File: src/hw/rtl/gbsp_pkg.sv
// Package of shared types and constants for the grid search block.
package gbsp_pkg;

   // Result and register widths.
   localparam int LEN_W = 14;
   localparam logic [LEN_W-1:0] LEN_MAX = 14'h3fff;
   localparam int CSR_ADDR_W = 4;
   localparam int CSR_DATA_W = 8;
   localparam logic [CSR_DATA_W-1:0] DIM_RESET = 8'd128;

   // Register indexes on the configuration port.
   localparam logic [CSR_ADDR_W-1:0] CSR_ROWS = 4'd0;
   localparam logic [CSR_ADDR_W-1:0] CSR_COLS = 4'd1;

   // Cell codes of an incoming item.
   typedef enum logic [1:0] {
      KIND_OPEN  = 2'd0,
      KIND_WALL  = 2'd1,
      KIND_START = 2'd2,
      KIND_GOAL  = 2'd3
   } cell_kind_type;

   // Neighbour directions in the order they are tried.
   typedef enum logic [1:0] {
      DIR_DOWN  = 2'd0,
      DIR_RIGHT = 2'd1,
      DIR_UP    = 2'd2,
      DIR_LEFT  = 2'd3
   } dir_type;

endpackage

File: src/hw/rtl/gbsp_nbr.sv
// Shared neighbour step unit: bounds check and address of one neighbour.
module gbsp_nbr #(
   parameter int MAX_DIM = 128
) (
   input  gbsp_pkg::dir_type                         dir,
   input  logic [$clog2(MAX_DIM*MAX_DIM)-1:0]        cur_idx,
   input  logic [$clog2(MAX_DIM)-1:0]                cur_row,
   input  logic [$clog2(MAX_DIM)-1:0]                cur_col,
   input  logic [$clog2(MAX_DIM+1)-1:0]              row_count,
   input  logic [$clog2(MAX_DIM+1)-1:0]              col_count,
   output logic                                      nbr_ok,
   output logic [$clog2(MAX_DIM*MAX_DIM)-1:0]        nbr_idx,
   output logic [$clog2(MAX_DIM)-1:0]                nbr_row,
   output logic [$clog2(MAX_DIM)-1:0]                nbr_col
);
   import gbsp_pkg::*;

   localparam int IDX_W  = $clog2(MAX_DIM*MAX_DIM);
   localparam int DIM_W  = $clog2(MAX_DIM);
   localparam int DIMC_W = $clog2(MAX_DIM+1);

   logic              step_row;
   logic              step_back;
   logic [IDX_W-1:0]  addend;
   logic [DIMC_W-1:0] row_up;
   logic [DIMC_W-1:0] col_up;

   // One adder serves all four directions: a row step moves by the column count.
   assign step_row  = (dir == DIR_DOWN) || (dir == DIR_UP);
   assign step_back = (dir == DIR_UP) || (dir == DIR_LEFT);
   assign addend    = step_row ? IDX_W'(col_count) : IDX_W'(1);
   assign nbr_idx   = step_back ? (cur_idx - addend) : (cur_idx + addend);

   assign row_up = DIMC_W'(cur_row) + DIMC_W'(1);
   assign col_up = DIMC_W'(cur_col) + DIMC_W'(1);

   // Bounds check and new coordinates for the chosen direction.
   always_comb begin
      unique case (dir)
         DIR_DOWN: begin
            nbr_ok  = row_up < row_count;
            nbr_row = DIM_W'(row_up);
            nbr_col = cur_col;
         end
         DIR_RIGHT: begin
            nbr_ok  = col_up < col_count;
            nbr_row = cur_row;
            nbr_col = DIM_W'(col_up);
         end
         DIR_UP: begin
            nbr_ok  = cur_row != '0;
            nbr_row = cur_row - DIM_W'(1);
            nbr_col = cur_col;
         end
         DIR_LEFT: begin
            nbr_ok  = cur_col != '0;
            nbr_row = cur_row;
            nbr_col = cur_col - DIM_W'(1);
         end
      endcase
   end

endmodule

File: config.mk
export PLATFORM = sky130hd
export DESIGN_NAME = gbsp_nbr
export DESIGN_NICKNAME = d
export VERILOG_FILES = /design/src/hw/rtl/gbsp_pkg.sv /design/src/hw/rtl/gbsp_nbr.sv
export SDC_FILE = /design/constraint.sdc
export NUM_CORES = 1
export LEC_CHECK = 0
export BUFFER_PORTS_ARGS = -buffer_cell sky130_fd_sc_hd__buf_2
export CORE_MARGIN = 2
export CORE_UTILIZATION = 47
export DETAILED_ROUTE_END_ITERATION = 16
export PLACE_DENSITY = 0.81
export SYNTH_ARGS = -nofsm -noshare
export SYNTH_HDL_FRONTEND = slang
export SYNTH_SLANG_ARGS = --single-unit
export TNS_END_PERCENT = 5
File: constraint.sdc
create_clock -name vclk -period 2.53
set_input_delay 0.253 -clock vclk [all_inputs]
set_output_delay 0.253 -clock vclk [all_outputs]
set_load 0.02 [all_outputs]
==> run summary <==
status: finished with violations
violated checks: negative setup slack
final setup TNS: -1.465 ns
Final Max Slew Viols: 0
Clk pwr share: 0%
DR WL/cell: 12.74 um
initial antenna violation count: 0
drt pass-1 iters: 4
crit end category: output port
worst hold path startpoint: cur_col[6]
sequential share of power: 0%
MaxCap Viol Count: 0
Post-Syn Instances: 270
Port Buffers: 75
layout cells sized above 1: 39.84%
Die Area: 4393 um2
Die H: 66.28 um
peak supply drop: 288.6 uV
post-synthesis sequential area ratio: 0%
RSZ-0062 raised after global routing: true
area share of the largest cell type after synthesis: 21.96%
worst slack, placed: -0.4669 ns
die width: 66.28 um
Internal Pwr Total: 352.7 uW
Comb power frac: 100.0%
vias in the first global route: 2129
total congestion overflow: 0
post-synthesis area per instance: 6.752 um2
Initial Util: 49.42%
Setup violations, final: 7
Mapped Area: 1823 um2
GP Congestion: 0.8162
Distinct cells, synth: 48
global-route wire length before repair: 8590 um
largest area contributor in the netlist: ha_1
area delta synth->final: 47.08%
YS warnings: 0
FMAX: 356.8 MHz
Pleak: 0.001363 uW
drt drc: 0
Vias: 2251
1st-iter DRT viols: 104
Setup CP Type: in2out
Power Dens Cells: 286.6 nW/um2
crit start category: input pin
Detail Route Antenna Nets: 0
slew margin rel.: 65.13%
Synthesized Nets: 349
diode count: 0
Core Area: 3689 um2
Routed WL: 5375 um
vias per inst: 5.334
most common cell in the netlist: nor2_1
Switch Pwr: 415.7 uW
Min-Delay Endpoint: nbr_col[6]
Data arrival, critical path: 2.55 ns
post-DP HPWL: 4347 um
fin nets: 455
fin crit share: 110.8%
min Tclk post-route: 2.802 ns
Overall Global Routing Usage: 23.58%
Min-Delay Path Class: in2out
FF+latch count: 0
hold depth: 3
Synth top cells by count: nor2_1, ha_1, inv_1
top cells by area, synth: ha_1, xnor2_1, nor2_1
Switching Share: 54.10%
row count: 22
FF/Latch Area: 0 um2
# IOs: 75
Critical Path Fanout Max: 3
hold buffers post-CTS: 0
# clk buffers: 0
Req. time, crit path: 2.28 ns
final hold vios: 0
Tightest Pin Transition: 0.5158 ns
setup slack after layout: -0.2724 ns
largest net degree at the start of global routing: 21
[metal layers]
layer | share of wire [%] | routed length (um) | track usage [%]
met1 | 41 | 2213 | 26.97
met2 | 52 | 2807 | 47.00
met3 | 5.2 | 281 | 2.044
met4 | 1.3 | 72 | 3.827
met5 | 0 | 0 | 0
[cell usage in the layout, fill, tap and decap left out, types with 4 or more instances in the layout]
cell type,instances
nand2_1,14
nand2b_1,5
a21oi_2,4
nor2_1,43
a21oi_1,10
buf_4,47
buf_2,67
nor3_1,8
a21o_1,5
o21ai_0,16
xor2_1,11
nand3_1,8
o21a_1,4
ha_1,28
xnor2_1,19
inv_1,23
[how the worst max path moves through the flow]
stage / start / endpoint / slack (ns) / cells past startpoint
after global placement: dir[0] / nbr_idx[13] / -0.32 / 12
after global routing: col_count[1] / nbr_idx[11] / -0.38 / 15
after CTS: col_count[0] / nbr_idx[11] / -0.24 / 12
final: col_count[1] / nbr_idx[11] / -0.27 / 15
after floorplan: dir[0] / nbr_idx[12] / -0.03 / 12
after detailed placement: col_count[2] / nbr_idx[13] / -0.47 / 12
[cells by family (layout without fill, tap and decap cells)]
group,Yosys count,after routing,synth area share (%)
simple gates,97,97,25.88
compound gates,67,67,24.98
buf+inv,37,141,8.579
xor+xnor,34,34,16.33
fa+ha+maj,33,33,23.06
mux,2,2,1.167
[layout make-up]
type,instances,area (um2)
multi-input cells,233,1805
fillers,306,1007
repair buffers,117,725.7
inverters,24,90.09
well taps,48,60.06
[timing repair]
action                                  4_1_cts  5_1_grt
pin swaps                                     9        7
gates cloned                                  0        0
hold endpoints to repair                      0        0
setup buffers                                 3        0
endpoints found under the setup margin        9       10
resized for setup                            16       14
[through the flow]
stage	power (uW)	cell area (um2)	instances	util (%)	hold WS, ns
2_1_floorplan	460.3	1892	270	-	0.6343
3_3_place_gp	686.1	2537	419	68.79	0.8575
3_5_place_dp	704.9	2537	419	68.79	0.8593
4_1_cts	738.5	2636	422	71.47	0.8622
5_1_grt	834.1	2681	422	72.69	0.8646
6_report	768.4	2681	422	72.69	0.8612
[power by group through the flow]
stage / logic (uW) / registers (uW) / clock network (uW)
5_1_grt: 834 / 0 / 0
2_1_floorplan: 460 / 0 / 0
4_1_cts: 739 / 0 / 0
3_5_place_dp: 705 / 0 / 0
6_report: 768 / 0 / 0
3_3_place_gp: 686 / 0 / 0
[critical path, stage by stage]
cell and delay, ns:
buf_6 0.10, nor3_4 0.27, buf_6 0.15, buf_4 0.09, nor2_1 0.03, nor2_1 0.10
o32a_1 0.22, ha_4 0.15, o21a_1 0.17, o31ai_4 0.10, a21oi_2 0.19, a41oi_2 0.21
a21oi_2 0.21, xor2_2 0.14, buf_4 0.15
(Power assumes the default switching activity.)
